File: config.mk
export PLATFORM = sky130hd
export DESIGN_NAME = cpu8080_add_sub_execute_top_flat
export DESIGN_NICKNAME = d
export VERILOG_FILES = /design/src/sv/cas_pkg.sv /design/src/sv/cas_if.sv /design/src/sv/cas_alu.sv /design/src/sv/cpu8080_add_sub_execute_top.sv /design/src/flat_wrapper.sv
export SDC_FILE = /design/constraint.sdc
export NUM_CORES = 1
export LEC_CHECK = 0
export ABC_CLOCK_PERIOD_IN_PS = 12200
export BUFFER_PORTS_ARGS = -buffer_cell sky130_fd_sc_hd__clkbuf_2
export CAP_MARGIN = 0
export CORE_MARGIN = 1.5
export CORE_UTILIZATION = 45
export DETAILED_ROUTE_END_ITERATION = 16
export HOLD_SLACK_MARGIN = 0.06
export PLACE_DENSITY = 0.67
export SKIP_CTS_REPAIR_TIMING = 1
export SLEW_MARGIN = 25
export SYNTH_ARGS = -nofsm -noshare
export SYNTH_HDL_FRONTEND = slang
export SYNTH_SLANG_ARGS = --single-unit
export TNS_END_PERCENT = 30
File: constraint.sdc
create_clock -name i_clk -period 12.2 [get_ports i_clk]
set_clock_uncertainty 0.05 [all_clocks]
set_input_delay 1.22 -clock i_clk [delete_from_list [all_inputs] [get_ports i_clk]]
set_output_delay 1.22 -clock i_clk [all_outputs]
set_load 0.01 [all_outputs]
File: src/sv/cas_pkg.sv
package cas_pkg;

    // Opcodes handled by the execute unit
    localparam logic [7:0] OP_LXI_B = 8'h01;
    localparam logic [7:0] OP_SUB_B = 8'h90;
    localparam logic [7:0] OP_ADI   = 8'hC6;
    localparam logic [7:0] OP_ACI   = 8'hCE;

    // ADD r / ADC r groups: upper five opcode bits, register field in [2:0]
    localparam logic [4:0] OP_ADD_GRP = 5'b10000;
    localparam logic [4:0] OP_ADC_GRP = 5'b10001;

    // Source register field
    localparam logic [2:0] SRC_B = 3'd0;
    localparam logic [2:0] SRC_C = 3'd1;
    localparam logic [2:0] SRC_D = 3'd2;
    localparam logic [2:0] SRC_E = 3'd3;
    localparam logic [2:0] SRC_H = 3'd4;
    localparam logic [2:0] SRC_L = 3'd5;
    localparam logic [2:0] SRC_M = 3'd6;
    localparam logic [2:0] SRC_A = 3'd7;

    // Instruction lengths
    localparam logic [1:0] LEN_1 = 2'd1;
    localparam logic [1:0] LEN_2 = 2'd2;
    localparam logic [1:0] LEN_3 = 2'd3;

    // Configuration register indexes
    localparam int unsigned CFG_IDX_W = 3;
    localparam logic [CFG_IDX_W-1:0] CFG_REG_D = 3'd0;
    localparam logic [CFG_IDX_W-1:0] CFG_REG_E = 3'd1;
    localparam logic [CFG_IDX_W-1:0] CFG_REG_H = 3'd2;
    localparam logic [CFG_IDX_W-1:0] CFG_REG_L = 3'd3;

    typedef struct packed {
        logic [7:0]  acc;
        logic [7:0]  b;
        logic [7:0]  c;
        logic        z;
        logic        s;
        logic        p;
        logic        cy;
        logic [15:0] pc;
    } t_arch_state;

    typedef struct packed {
        logic [7:0] d;
        logic [7:0] e;
        logic [7:0] h;
        logic [7:0] l;
    } t_cfg_regs;

endpackage

File: src/sv/cas_if.sv
interface cas_in_if;
    logic       valid;
    logic       ready;
    logic [7:0] opcode_byte;
    logic [7:0] immediate_low;
    logic [7:0] immediate_high;
    logic [7:0] memory_operand;

    modport source (
        output valid, opcode_byte, immediate_low, immediate_high, memory_operand,
        input  ready
    );
    modport sink (
        input  valid, opcode_byte, immediate_low, immediate_high, memory_operand,
        output ready
    );
endinterface

interface cas_out_if;
    logic        valid;
    logic        ready;
    logic [7:0]  accumulator;
    logic [7:0]  reg_b_out;
    logic [7:0]  reg_c_out;
    logic        zero_flag;
    logic        sign_flag;
    logic        parity_flag;
    logic        carry_flag;
    logic [15:0] next_pc;
    logic [15:0] operand_address;

    modport source (
        output valid, accumulator, reg_b_out, reg_c_out, zero_flag, sign_flag,
               parity_flag, carry_flag, next_pc, operand_address,
        input  ready
    );
    modport sink (
        input  valid, accumulator, reg_b_out, reg_c_out, zero_flag, sign_flag,
               parity_flag, carry_flag, next_pc, operand_address,
        output ready
    );
endinterface

File: src/sv/cas_alu.sv
module cas_alu
    import cas_pkg::*;
(
    input  t_arch_state i_st,
    input  t_cfg_regs   i_cfg,
    input  logic [7:0]  i_opcode,
    input  logic [7:0]  i_imm_lo,
    input  logic [7:0]  i_imm_hi,
    input  logic [7:0]  i_mem,
    output t_arch_state o_st
);

    logic [7:0] src;
    logic [7:0] opnd;
    logic       cin;
    logic       is_arith;
    logic       is_sub;
    logic [1:0] len;
    logic [8:0] res;

    always_comb begin
        case (i_opcode[2:0])
            SRC_B:   src = i_st.b;
            SRC_C:   src = i_st.c;
            SRC_D:   src = i_cfg.d;
            SRC_E:   src = i_cfg.e;
            SRC_H:   src = i_cfg.h;
            SRC_L:   src = i_cfg.l;
            SRC_M:   src = i_mem;
            SRC_A:   src = i_st.acc;
            default: src = i_st.acc;
        endcase
    end

    // Decode
    always_comb begin
        opnd     = src;
        cin      = 1'b0;
        is_arith = 1'b0;
        is_sub   = 1'b0;
        len      = LEN_1;
        if (i_opcode == OP_LXI_B) begin
            len = LEN_3;
        end else if (i_opcode[7:3] == OP_ADD_GRP) begin
            is_arith = 1'b1;
        end else if (i_opcode[7:3] == OP_ADC_GRP) begin
            is_arith = 1'b1;
            cin      = i_st.cy;
        end else if (i_opcode == OP_SUB_B) begin
            is_arith = 1'b1;
            is_sub   = 1'b1;
            opnd     = i_st.b;
        end else if (i_opcode == OP_ADI) begin
            is_arith = 1'b1;
            opnd     = i_imm_lo;
            len      = LEN_2;
        end else if (i_opcode == OP_ACI) begin
            is_arith = 1'b1;
            opnd     = i_imm_lo;
            cin      = i_st.cy;
            len      = LEN_2;
        end
    end

    // 9-bit add or subtract; bit 8 is carry or borrow
    always_comb begin
        if (is_sub) begin
            res = {1'b0, i_st.acc} - {1'b0, opnd};
        end else begin
            res = {1'b0, i_st.acc} + {1'b0, opnd} + {8'd0, cin};
        end
    end

    always_comb begin
        o_st    = i_st;
        o_st.pc = i_st.pc + {14'd0, len};
        if (i_opcode == OP_LXI_B) begin
            o_st.b = i_imm_hi;
            o_st.c = i_imm_lo;
        end
        if (is_arith) begin
            o_st.acc = res[7:0];
            o_st.z   = (res[7:0] == 8'd0);
            o_st.s   = res[7];
            o_st.p   = ~^res[7:0];
            o_st.cy  = res[8];
        end
    end

endmodule

File: src/sv/cpu8080_add_sub_execute_top.sv
// Channel  | Dir | Modport | Payload
// ---------+-----+---------+---------------------------------------------------
// i_in     | in  | sink    | opcode_byte, immediate_low/high, memory_operand
// o_out    | out | source  | A, B, C, Z/S/P/CY, next_pc, operand_address
// cfg      | in  | -       | i_cfg_we, i_cfg_idx, i_cfg_data (D, E, H, L)
//
// One transaction per cycle sustained while o_out.ready is high; each instruction
// goes through the input register, then the ALU into the architectural/result register.
// The architectural registers double as the result register, so the next
// instruction sees the previous result without any forwarding.
// Synchronous active-low reset clears A, B, C, flags, PC and D/E/H/L.
// An output stall backs up into the input register, then drops i_in.ready.
module cpu8080_add_sub_execute_top
    import cas_pkg::*;
(
    input  logic                 i_clk,
    input  logic                 i_rst_n,
    input  logic                 i_cfg_we,
    input  logic [CFG_IDX_W-1:0] i_cfg_idx,
    input  logic [7:0]           i_cfg_data,
    cas_in_if.sink               i_in,
    cas_out_if.source            o_out
);

    // Configuration registers
    t_cfg_regs r_cfg;

    always_ff @(posedge i_clk) begin
        if (!i_rst_n) begin
            r_cfg <= '0;
        end else if (i_cfg_we) begin
            case (i_cfg_idx)
                CFG_REG_D: r_cfg.d <= i_cfg_data;
                CFG_REG_E: r_cfg.e <= i_cfg_data;
                CFG_REG_H: r_cfg.h <= i_cfg_data;
                CFG_REG_L: r_cfg.l <= i_cfg_data;
                default:   r_cfg   <= r_cfg;
            endcase
        end
    end

    // Input register
    logic       r_in_valid;
    logic [7:0] r_op;
    logic [7:0] r_imm_lo;
    logic [7:0] r_imm_hi;
    logic [7:0] r_mem;

    // Result / architectural registers
    logic        r_out_valid;
    t_arch_state r_st;
    t_arch_state n_st;
    logic [15:0] r_addr;

    logic advance;
    logic in_take;

    // Item moves from the input register into the result register
    assign advance = r_in_valid && (!r_out_valid || o_out.ready);
    assign i_in.ready = !r_in_valid || advance;
    assign in_take = i_in.valid && i_in.ready;

    always_ff @(posedge i_clk) begin
        if (!i_rst_n) begin
            r_in_valid <= 1'b0;
        end else if (i_in.ready) begin
            r_in_valid <= i_in.valid;
        end
    end

    always_ff @(posedge i_clk) begin
        if (in_take) begin
            r_op     <= i_in.opcode_byte;
            r_imm_lo <= i_in.immediate_low;
            r_imm_hi <= i_in.immediate_high;
            r_mem    <= i_in.memory_operand;
        end
    end

    cas_alu u_alu (
        .i_st     (r_st),
        .i_cfg    (r_cfg),
        .i_opcode (r_op),
        .i_imm_lo (r_imm_lo),
        .i_imm_hi (r_imm_hi),
        .i_mem    (r_mem),
        .o_st     (n_st)
    );

    always_ff @(posedge i_clk) begin
        if (!i_rst_n) begin
            r_out_valid <= 1'b0;
            r_st        <= '0;
        end else begin
            if (advance) begin
                r_out_valid <= 1'b1;
                r_st        <= n_st;
            end else if (o_out.ready) begin
                r_out_valid <= 1'b0;
            end
        end
    end

    // H:L sampled with the instruction
    always_ff @(posedge i_clk) begin
        if (advance) begin
            r_addr <= {r_cfg.h, r_cfg.l};
        end
    end

    assign o_out.valid           = r_out_valid;
    assign o_out.accumulator     = r_st.acc;
    assign o_out.reg_b_out       = r_st.b;
    assign o_out.reg_c_out       = r_st.c;
    assign o_out.zero_flag       = r_st.z;
    assign o_out.sign_flag       = r_st.s;
    assign o_out.parity_flag     = r_st.p;
    assign o_out.carry_flag      = r_st.cy;
    assign o_out.next_pc         = r_st.pc;
    assign o_out.operand_address = r_addr;

    // Assertions
    a_advance_gives_result: assert property (
        @(posedge i_clk) disable iff (!i_rst_n)
        advance |=> o_out.valid
    ) else $error("result not presented after advance");

    a_take_fills_input: assert property (
        @(posedge i_clk) disable iff (!i_rst_n)
        in_take |=> r_in_valid
    ) else $error("accepted transaction lost from input register");

    a_stall_holds_state: assert property (
        @(posedge i_clk) disable iff (!i_rst_n)
        !advance |=> $stable(r_st)
    ) else $error("architectural state changed without an instruction");

    a_addr_tracks_hl: assert property (
        @(posedge i_clk) disable iff (!i_rst_n)
        advance |=> o_out.operand_address == {$past(r_cfg.h), $past(r_cfg.l)}
    ) else $error("operand address does not match H:L");

endmodule

File: src/flat_wrapper.sv
// flat-port wrapper written by rule: the top's interface ports become plain ports
module cpu8080_add_sub_execute_top_flat import cas_pkg::*;
  (i_clk, i_rst_n, i_cfg_we, i_cfg_idx, i_cfg_data, i_in_valid, i_in_opcode_byte, i_in_immediate_low, i_in_immediate_high, i_in_memory_operand, i_in_ready, o_out_valid, o_out_accumulator, o_out_reg_b_out, o_out_reg_c_out, o_out_zero_flag, o_out_sign_flag, o_out_parity_flag, o_out_carry_flag, o_out_next_pc, o_out_operand_address, o_out_ready);
  cas_in_if i_in_i ();
  cas_out_if o_out_i ();
  input  logic i_clk;
  input  logic i_rst_n;
  input  logic i_cfg_we;
  input  logic [CFG_IDX_W-1:0] i_cfg_idx;
  input  logic [7:0] i_cfg_data;
  input wire logic [$bits(i_in_i.valid)-1:0] i_in_valid;
  input wire logic [$bits(i_in_i.opcode_byte)-1:0] i_in_opcode_byte;
  input wire logic [$bits(i_in_i.immediate_low)-1:0] i_in_immediate_low;
  input wire logic [$bits(i_in_i.immediate_high)-1:0] i_in_immediate_high;
  input wire logic [$bits(i_in_i.memory_operand)-1:0] i_in_memory_operand;
  output wire logic [$bits(i_in_i.ready)-1:0] i_in_ready;
  output wire logic [$bits(o_out_i.valid)-1:0] o_out_valid;
  output wire logic [$bits(o_out_i.accumulator)-1:0] o_out_accumulator;
  output wire logic [$bits(o_out_i.reg_b_out)-1:0] o_out_reg_b_out;
  output wire logic [$bits(o_out_i.reg_c_out)-1:0] o_out_reg_c_out;
  output wire logic [$bits(o_out_i.zero_flag)-1:0] o_out_zero_flag;
  output wire logic [$bits(o_out_i.sign_flag)-1:0] o_out_sign_flag;
  output wire logic [$bits(o_out_i.parity_flag)-1:0] o_out_parity_flag;
  output wire logic [$bits(o_out_i.carry_flag)-1:0] o_out_carry_flag;
  output wire logic [$bits(o_out_i.next_pc)-1:0] o_out_next_pc;
  output wire logic [$bits(o_out_i.operand_address)-1:0] o_out_operand_address;
  input wire logic [$bits(o_out_i.ready)-1:0] o_out_ready;
  assign i_in_i.valid = i_in_valid;
  assign i_in_i.opcode_byte = i_in_opcode_byte;
  assign i_in_i.immediate_low = i_in_immediate_low;
  assign i_in_i.immediate_high = i_in_immediate_high;
  assign i_in_i.memory_operand = i_in_memory_operand;
  assign i_in_ready = i_in_i.ready;
  assign o_out_valid = o_out_i.valid;
  assign o_out_accumulator = o_out_i.accumulator;
  assign o_out_reg_b_out = o_out_i.reg_b_out;
  assign o_out_reg_c_out = o_out_i.reg_c_out;
  assign o_out_zero_flag = o_out_i.zero_flag;
  assign o_out_sign_flag = o_out_i.sign_flag;
  assign o_out_parity_flag = o_out_i.parity_flag;
  assign o_out_carry_flag = o_out_i.carry_flag;
  assign o_out_next_pc = o_out_i.next_pc;
  assign o_out_operand_address = o_out_i.operand_address;
  assign o_out_i.ready = o_out_ready;
  cpu8080_add_sub_execute_top u_core (.i_clk(i_clk), .i_rst_n(i_rst_n), .i_cfg_we(i_cfg_we), .i_cfg_idx(i_cfg_idx), .i_cfg_data(i_cfg_data), .i_in(i_in_i), .o_out(o_out_i));
endmodule
==> results of run 1 <==
-- power by group through the flow --
stage                     clock network (uW)  logic (uW)  registers (uW)
after floorplan                            0        48.0             462
after global placement                     0        74.0             465
after detailed placement                   0        74.2             465
after CTS                                489        74.5             456
after global routing                     504        83.2             458
final                                    481        74.5             456
-- state kept, by name, summed over array words and instances, names as in the netlist --
| name | cells |
|---|---|
| u_core.o_out.accumulator | 7 |
| u_core.o_out.valid | 1 |
| u_core.r_op | 8 |
| u_core.o_out.next_pc | 16 |
| u_core.r_imm_lo | 8 |
| u_core.o_out.reg_b_out | 8 |
| u_core.o_out.operand_address | 16 |
| u_core.r_mem | 8 |
| u_core.o_out.reg_c_out | 8 |
| u_core.r_cfg | 32 |
| u_core.o_out.sign_flag | 1 |
| u_core.o_out.carry_flag | 1 |
| u_core.o_out.parity_flag | 1 |
| u_core.o_out.zero_flag | 1 |
| u_core.r_imm_hi | 8 |
| u_core.r_in_valid | 1 |
-- cell usage after synthesis (2+ instances only) --
master,count,area [um^2]
o21bai_1,2,15.0
a21oi_1,73,365
o22ai_1,7,43.8
xor2_1,9,78.8
edfxtp_1,48,1440
dfxtp_1,77,1540
nor3_1,7,35.0
nand2b_1,4,25.0
nor2_1,44,165
buf_2,4,20.0
a211oi_1,9,67.6
nand4_1,2,12.5
or3_1,3,18.8
inv_1,19,71.3
mux2i_1,17,170
xnor2_1,14,123
and3_1,3,18.8
a31oi_1,2,12.5
o21ai_1,3,15.0
mux4_2,7,158
and4_1,2,17.5
o21ai_0,6,30.0
and2_1,6,37.5
ha_1,21,263
nor2b_1,5,31.3
or2_2,2,12.5
buf_6,2,22.5
nand2_1,109,409
clkbuf_1,22,82.6
nor4_1,2,12.5
nand3_1,17,85.1
fa_1,4,80.1
o31ai_1,5,37.5
-- area by class of cell --
class | count | area, um^2 | share of cell area, %
inverters | 20 | 75.1 | 1.07
clock buffers | 19 | 433 | 6.20
clock inverters | 12 | 121 | 1.74
multi-input cells | 410 | 2590 | 37.1
well taps | 172 | 215 | 3.08
repair buffers | 112 | 568 | 8.13
flip-flops and latches | 125 | 2980 | 42.7
-- worst min path at each step --
stage,to,cells past startpoint,slack (ns)
after floorplan,u_core.o_out.operand_address[7],0,0.37
after global placement,u_core.r_cfg[30],2,0.39
after detailed placement,u_core.r_cfg[29],2,0.40
after CTS,u_core.r_cfg[29],2,0.40
after global routing,u_core.r_cfg[26],2,0.42
final,u_core.r_cfg[29],2,0.40
-- routing by layer --
layer	track usage [%]	part of all wire, %	up-vias
met5	0	0	-
met4	9.27	2.5	0
met3	6.80	8.1	27
met2	36.5	44	211
met1	32.2	46	2199
li1	-	-	2259
-- worst max-delay path, cell delays in order, from the launching register on --
cell and delay, ns:
edfxtp_1 0.93, and4b_1 0.31, nand3_1 0.51, o21ai_0 0.46, nand3_1 0.20, fa_1 0.43
fa_1 0.39, inv_1 0.08, a21oi_1 0.09, o311a_1 0.38, a21oi_1 0.19, xnor2_1 0.18
ha_1 0.30, xnor2_1 0.17, xnor2_1 0.13, nand2_1 0.07, a21oi_1 0.14
-- cell families after synthesis --
group | synth area share (%)
AO/OA/AOI/OAI | 12.6
XOR/XNOR | 3.48
adder cells (fa/ha/maj) | 5.93
buffers and inverters | 3.66
flip-flops | 51.6
multiplexers | 5.86
AND/OR/NAND/NOR | 16.9
-- per-stage QoR --
stage          cell area [um^2]  power (uW)  util (%)
2_1_floorplan              5780         510         -
3_3_place_gp               6430         539      51.2
3_5_place_dp               6430         539      51.2
4_1_cts                    6990        1020      55.6
5_1_grt                    6990        1050      55.6
6_report                   6990        1010      55.6
==> results.cfg, run 1 <==
[global_route]
first_global_vias = 4379
grt_overflow = 0
globalRouteTotalUtil_pct = 23.9
antenna_found_initial = 0
grt_first_pass_wirelength_um = 23700
grt_max_degree = 46

[power]
ir_drop_mv = 0.123
internal_power_uw = 774
pwr_density_cell_mw_per_mm2 = 145
pwr-share-comb_pct = 7.4
leakage_uw = 0.00272
seq_power_share_pct = 45.1
swShare_pct = 23.5
p_clk_share_pct = 47.5
power.switching_uw = 238

[synthesis]
synth-seq-cells = 125
syn_area_per_cell_um2 = 9.89
seq_area_frac_synth_pct = 51.6
async_flop_share_pct = 0
yosys_warnings = 0
synth.distinct_cells = 61
synth_edf_count = 48
synth_cells = 585
netlist_area_mm2 = 0.00578
synthFlopType = dfxtp_1
syn-num-nets = 658

[clock_tree]
htreeDepth = 4
cts_tree = yes
cts_root_buffer = clkbuf_16
clock_latency_ns = 0.42
clock-sinks = 125
cts_buffers = 17
cts_max_path_buffers = 2
clk_pin_slew_ns = 0.06

[final_layout]
drive_above_1_share_pct = 22.5
final_cell_mix = 109 x nand2_1, 109 x clkbuf_2, 77 x dfxtp_1
insertedDiodeCount = 0
syn2layout_area_growth_pct = 20.8
instances_no_fill = 870
fillers = 1117
nets = 759

[sta]
worst_pin_slew_ns = 0.948
tns_ns = 0
holdWs_ns = 0.404
fin_crit_sh_pct = 41.7
relSlewSlack_pct = 36.3
worst_slack_ns = 7.11
fmax_mhz = 197
setup_viol = 0
finalHoldViolations = 0
post-route-min-period_ns = 5.09
slew_viol_final = 0
rsz0062_at_grt = no

[worst_setup_path]
worst-setup-path-type = reg2reg
crit_required_ns = 12.50
rrSetupSlack_ns = 7.11
crit_path_end_kind = flip-flop
cp.arrival_ns = 5.38
worstSetupStartpoint = u_core.r_op[1]
timing.rr.start = u_core.r_op[1]
cp-start-kind = flip-flop
worstPathMaxFanout = 25
r2r_end = u_core.o_out.parity_flag
r2r.worst_path.cells = 16
crit_end = u_core.o_out.parity_flag

[floorplan]
core_area_mm2 = 0.0126
row_count = 41
die_w_um = 116
dieArea_mm2 = 0.0135
initial_core_util_pct = 46.0
ios = 110
dieHeight_um = 116

[routing]
wire_per_inst_um = 17.5
drc_errors = 0
totalWireLength_um = 15200
final_antenna_net_count = 0
vias = 4696
viasPerCell = 5.40
drt-initial-drc-count = 334
dr.pass1.iters = 5

[place]
post-place-cells = 839
place.gp.congestion = 0.880
io_buffers = 109
dpl_worst_slack_ns = 7.20
dp_hpwl_um = 11200

[status]
status = complete, no violations

[min_path]
hold_path.class = reg2reg
hold_start = u_core.r_cfg[29]

[run]
maxCapViolCount = 0
Power figures use the tool's default switching activity.
==> run 2: changes to the inputs <==
ABC_AREA = 1   (was default)
ABC_CLOCK_PERIOD_IN_PS = 5000   (was 12200)
PLACE_DENSITY = 0.66   (was 0.67)
clock period = 5 ns   (was 12.2 ns; I/O delays follow)
==> run 2 against run 1 <==
Against the previous run: worst hold slack lost 0.20 ns; critical path depth is 6 higher; wire length up 7.1%; first-iteration DRC count increased by 31%; clock-buffer cell count decreased by 1; cell area is 7.2% higher; synthesized cell count grew 35%; highest routed layer unchanged.
==> results.cfg, run 2 <==
[status]
status = complete, no violations

[worst_setup_path]
worst-setup-path-type = reg2reg
crit_required_ns = 5.26
crit_path_end_kind = flip-flop
cp-start-kind = flip-flop
worstPathMaxFanout = 19
cp.arrival_ns = 4.51

[clock_tree]
cts_root_buffer = clkbuf_16
clock_latency_ns = 0.42
htreeDepth = 4
cts_tree = yes
clock-sinks = 125
clk_pin_slew_ns = 0.06
cts_buffers = 17
cts_max_path_buffers = 2

[synthesis]
synth_edf_count = 48
synth_cells = 788
syn-num-nets = 861
synth-seq-cells = 125
seq_area_frac_synth_pct = 47.6
synth_top_cell_area_share_pct = 24.6
synthTopCellsByArea = dfxtp_1 25%, edfxtp_1 23%, nor2_1 8.5%
yosysTopAreaCell = dfxtp_1
synth.most_common_cell = nor2_1
synthFlopType = dfxtp_1
syn_area_per_cell_um2 = 7.95
synth.distinct_cells = 41
netlist_area_mm2 = 0.00626
yosys_warnings = 0
synth_commonest_cells = 141 x nor2_1, 104 x inv_1, 101 x nand2_1, 77 x dfxtp_1, 65 x o21ai_0
async_flop_share_pct = 0

[routing]
drt-initial-drc-count = 436
dr.pass1.iters = 5
vias = 5475
final_antenna_net_count = 0
drt-met1-wl_um = 7420
totalWireLength_um = 16300
viasPerCell = 5.05
top_layer = met4
wire_per_inst_um = 15.1
drc_errors = 0
wl_met2_um = 7590
wl_met3_um = 1050

[final_layout]
finalInstanceArea_mm2 = 0.00749
fillers = 1258
multi_input_area_mm2 = 0.00274
final_util_pct = 55.9
nets = 968
insertedDiodeCount = 0
final_common_cell = nor2_1
largest-register = u_core.r_cfg
final_cell_mix = 141 x nor2_1, 109 x clkbuf_2, 104 x inv_1
largest_reg_flops = 32
syn2layout_area_growth_pct = 19.7
drive_above_1_share_pct = 18.1
ff_latch_area_mm2 = 0.00298

[global_route]
first_global_vias = 5019
grt_overflow = 0
grt_first_pass_wirelength_um = 25800
grt_max_degree = 52
antenna_found_initial = 0
globalRouteTotalUtil_pct = 23.3

[floorplan]
dieHeight_um = 121
row_count = 42
dieArea_mm2 = 0.0146
die_w_um = 121
core_area_mm2 = 0.0134
ios = 110
initial_core_util_pct = 46.7

[sta]
fin_crit_sh_pct = 85.0
worst_slack_ns = 0.751
finalHoldViolations = 0
relSlewSlack_pct = 39.7
slew_viol_final = 0
holdWs_ns = 0.202
fmax_mhz = 235
post-route-min-period_ns = 4.25
tns_ns = 0
worst_pin_slew_ns = 0.898
setup_viol = 0
rsz0062_at_grt = no

[place]
dpl-instance-area_mm2 = 0.00692
io_buffers = 109
dp_hpwl_um = 12300
place.gp.congestion = 0.931
dpl_worst_slack_ns = 0.811

[power]
leakage_uw = 0.00329
seq_power_share_pct = 44.1
power.switching_uw = 624
swShare_pct = 24.6
pwr_density_cell_mw_per_mm2 = 338
ir_drop_mv = 0.220
pwr-share-comb_pct = 9.1
internal_power_uw = 1910
p_clk_share_pct = 46.8

[min_path]
hold_path.class = in2reg

[run]
maxCapViolCount = 0
==> run 2: power by group through the flow <==
stage               Combinational [uW]  Clock [uW]  Sequential [uW]
floorplan                          154           0             1130
global placement                   228           0             1140
detailed placement                 229           0             1140
CTS                                230        1200             1120
global route                       258        1240             1120
finish                             230        1190             1120
==> run 2: through the flow <==
step | power (uW) | cells
4_1_cts | 2550 | 1084
3_5_place_dp | 1370 | 1052
6_report | 2530 | 1084
3_3_place_gp | 1370 | 1052
2_1_floorplan | 1290 | 788
5_1_grt | 2620 | 1084
==> run 2: cell families (layout without fill, tap and decap cells) <==
| kind of cell | after synthesis | in the layout | share of synthesized area (%) |
|---|---|---|---|
| buffers and inverters | 134 | 254 | 8.57 |
| adders and majority gates | 25 | 25 | 5.48 |
| and+or+nand+nor | 372 | 372 | 26.9 |
| DFF | 125 | 125 | 47.6 |
| xor gates and xnor gates | 7 | 7 | 0.979 |
| AOI/OAI and AO/OA | 125 | 125 | 10.4 |
==> run 2: worst max-delay path: stages (launching register included) <==
cell	delay [ns]
edfxtp_1	0.59
inv_2	0.33
nand3_1	0.29
nor2_1	0.16
nor2_1	0.07
nand4_1	0.09
o21ai_0	0.09
nand2_1	0.07
nand2_1	0.10
fa_1	0.44
fa_1	0.39
inv_1	0.08
nand3_1	0.06
nand2_1	0.12
nand2_1	0.06
nand3_1	0.09
nand3_1	0.10
and2_1	0.17
ha_1	0.30
xnor2_1	0.14
xnor2_1	0.12
o21ai_0	0.15
nor2_1	0.06
==> run 2: path summary, 6_finish.rpt <==
check	start	to	slack, ns	depth (start not counted)
max	u_core.r_op[2]	u_core.o_out.parity_flag	0.75	22
min	i_in_memory_operand[2]	u_core.r_mem[2]	0.20	1
max reg2reg	u_core.r_op[2]	u_core.o_out.parity_flag	0.75	22
min reg2reg	u_core.r_cfg[25]	u_core.r_cfg[25]	0.41	2
==> run 2: metal layers <==
layer	vias to the layer above	GRT usage [%]
met4	0	7.79
li1	2801	-
met3	20	4.98
met5	-	0
met1	2480	31.3
met2	174	37.6
==> run 2: area by class of cell <==
class / count / share of cell area [%]
Multi-Input combinational cell: 529 / 36.6
Inverter: 111 / 5.58
Clock buffer: 18 / 5.73
Sequential cell: 125 / 39.8
Clock inverter: 14 / 1.89
Tap cell: 176 / 2.94
Timing Repair Buffer: 111 / 7.48
==> run 3: changes to the inputs <==
ABC_CLOCK_PERIOD_IN_PS = 4300   (was 5000)
clock period = 4.3 ns   (was 5 ns; I/O delays follow)
==> run 3 against run 2 <==
Against the previous run: fmax rose by 7.2%; final cell count is 0.55% higher; sequential share of layout area is 0.16 points lower; sequential power rose by 16%; register-to-register slack worse by 0.42 ns; total power grew 14%; cell area increased by 0.40%; wire length rose by 2.6%; critical path type unchanged; critical endpoint unchanged; largest cell class unchanged.
==> results.cfg, run 3 (synthesized netlist as in run 2, its figures left out) <==
[routing]
totalWireLength_um = 16700
drt-initial-drc-count = 453
drc_errors = 0
dr.pass1.iters = 5
wire_per_inst_um = 15.4
final_antenna_net_count = 0
viasPerCell = 5.20
vias = 5669

[place]
dpl-instance-area_mm2 = 0.00695
dp_hpwl_um = 12400
place.gp.congestion = 0.926
io_buffers = 109
dpl_worst_slack_ns = 0.259

[global_route]
grt_first_pass_wirelength_um = 26600
grt_max_degree = 52
antenna_found_initial = 0
grt_overflow = 0
globalRouteTotalUtil_pct = 23.9
first_global_vias = 5215

[floorplan]
die_w_um = 121
row_count = 42
core_area_mm2 = 0.0134
dieArea_mm2 = 0.0146
initial_core_util_pct = 46.7
ios = 110
dieHeight_um = 121

[clock_tree]
cts_root_buffer = clkbuf_16
clk_pin_slew_ns = 0.06
clock-sinks = 125
cts_max_path_buffers = 2
clock_latency_ns = 0.42
htreeDepth = 4
cts_buffers = 17
cts_tree = yes

[status]
status = complete, no violations

[sta]
setup_viol = 0
tns_ns = 0
worst_pin_slew_ns = 0.595
post-route-min-period_ns = 3.96
fmax_mhz = 252
finalHoldViolations = 0
worst_slack_ns = 0.336
holdWs_ns = 0.130
slew_viol_final = 0
fin_crit_sh_pct = 92.2
relSlewSlack_pct = 60.1

[worst_setup_path]
cp.arrival_ns = 4.22
worst-setup-path-type = reg2reg
cp-start-kind = flip-flop
crit_required_ns = 4.56
worstPathMaxFanout = 17
crit_path_end_kind = flip-flop

[final_layout]
finalInstanceArea_mm2 = 0.00752
largest-register = u_core.r_cfg
largest_reg_flops = 32
insertedDiodeCount = 0
drive_above_1_share_pct = 18.8
syn2layout_area_growth_pct = 20.2
final_common_cell = nor2_1
final_cell_mix = 141 x nor2_1, 109 x clkbuf_2, 104 x inv_1
nets = 974
fillers = 1320

[power]
ir_drop_mv = 0.285
p_total_uw = 2890
pwr_density_cell_mw_per_mm2 = 385
leakage_uw = 0.00331

[run]
maxCapViolCount = 0

[min_path]
hold_path.class = in2reg
run 3: changes by cell type in the layout (fill, tap and decap cells not counted):
cell | previous run | this run
buf_4 | 2 | 8
clkinv_2 | 2 | 5
bufinv_16 | 2 | 1
clkbuf_1 | 1 | 0
clkinv_1 | 4 | 3
clkinv_4 | 1 | 2
inv_2 | 5 | 4
inv_4 | 0 | 1
inv_6 | 3 | 2
nor2_2 | 4 | 3
nor2_4 | 1 | 2
run 3: path summary, 6_finish.rpt:
path	startpoint	to	slack, ns	cells after the start
min reg2reg	u_core.r_cfg[31]	u_core.r_cfg[31]	0.40	2
max	u_core.r_op[1]	u_core.o_out.parity_flag	0.34	22
max reg2reg	u_core.r_op[1]	u_core.o_out.parity_flag	0.34	22
min	i_in_immediate_low[0]	u_core.r_imm_lo[0]	0.13	1
run 3: cell type report:
| cell class | instances | area, um^2 | share of cell area (%) |
|---|---|---|---|
| multi-input combinational | 529 | 2750 | 36.5 |
| tap | 176 | 220 | 2.93 |
| inverter | 111 | 420 | 5.59 |
| timing repair buffer | 117 | 606 | 8.05 |
| sequential | 125 | 2980 | 39.6 |
| clock inverter | 15 | 123 | 1.63 |
| clock buffer | 17 | 425 | 5.65 |
run 3: per-layer routing:
layer  vias up  track usage, %  routed length (um)
met2       215            37.9                7760
met4         0            9.56                 415
met3        28            5.08                1180
met5         -               0                   0
met1      2603            32.0                7390
li1       2823               -                   -
run 3: power by group:
group | internal [uW] | switching (uW) | total [uW]
Clock | 788 | 533 | 1320
Combinational | 99.5 | 177 | 277
Sequential | 1270 | 23.2 | 1300
Total | 2160 | 734 | 2890
run 3: critical path: stages, from the launching register on:
cell and delay, ns:
edfxtp_1 0.45, buf_4 0.20, nor2_8 0.22, nand3_1 0.11, and2_0 0.17, nand4_1 0.07
o21ai_0 0.08, nand2_1 0.07, nand2_1 0.09, fa_1 0.46, fa_1 0.41, inv_1 0.08
nand3_1 0.07, nand2_1 0.13, nand2_1 0.06, nand3_1 0.08, nand3_1 0.10, and2_1 0.17
ha_1 0.29, xnor2_1 0.17, xnor2_1 0.09, o21ai_0 0.17, nor2_1 0.06
run 3: metrics by stage:
| step | util, % | std cells |
|---|---|---|
| floorplan | - | 788 |
| global placement | 51.9 | 1056 |
| detailed placement | 51.9 | 1056 |
| CTS | 56.0 | 1088 |
| global route | 56.1 | 1090 |
| finish | 56.1 | 1090 |
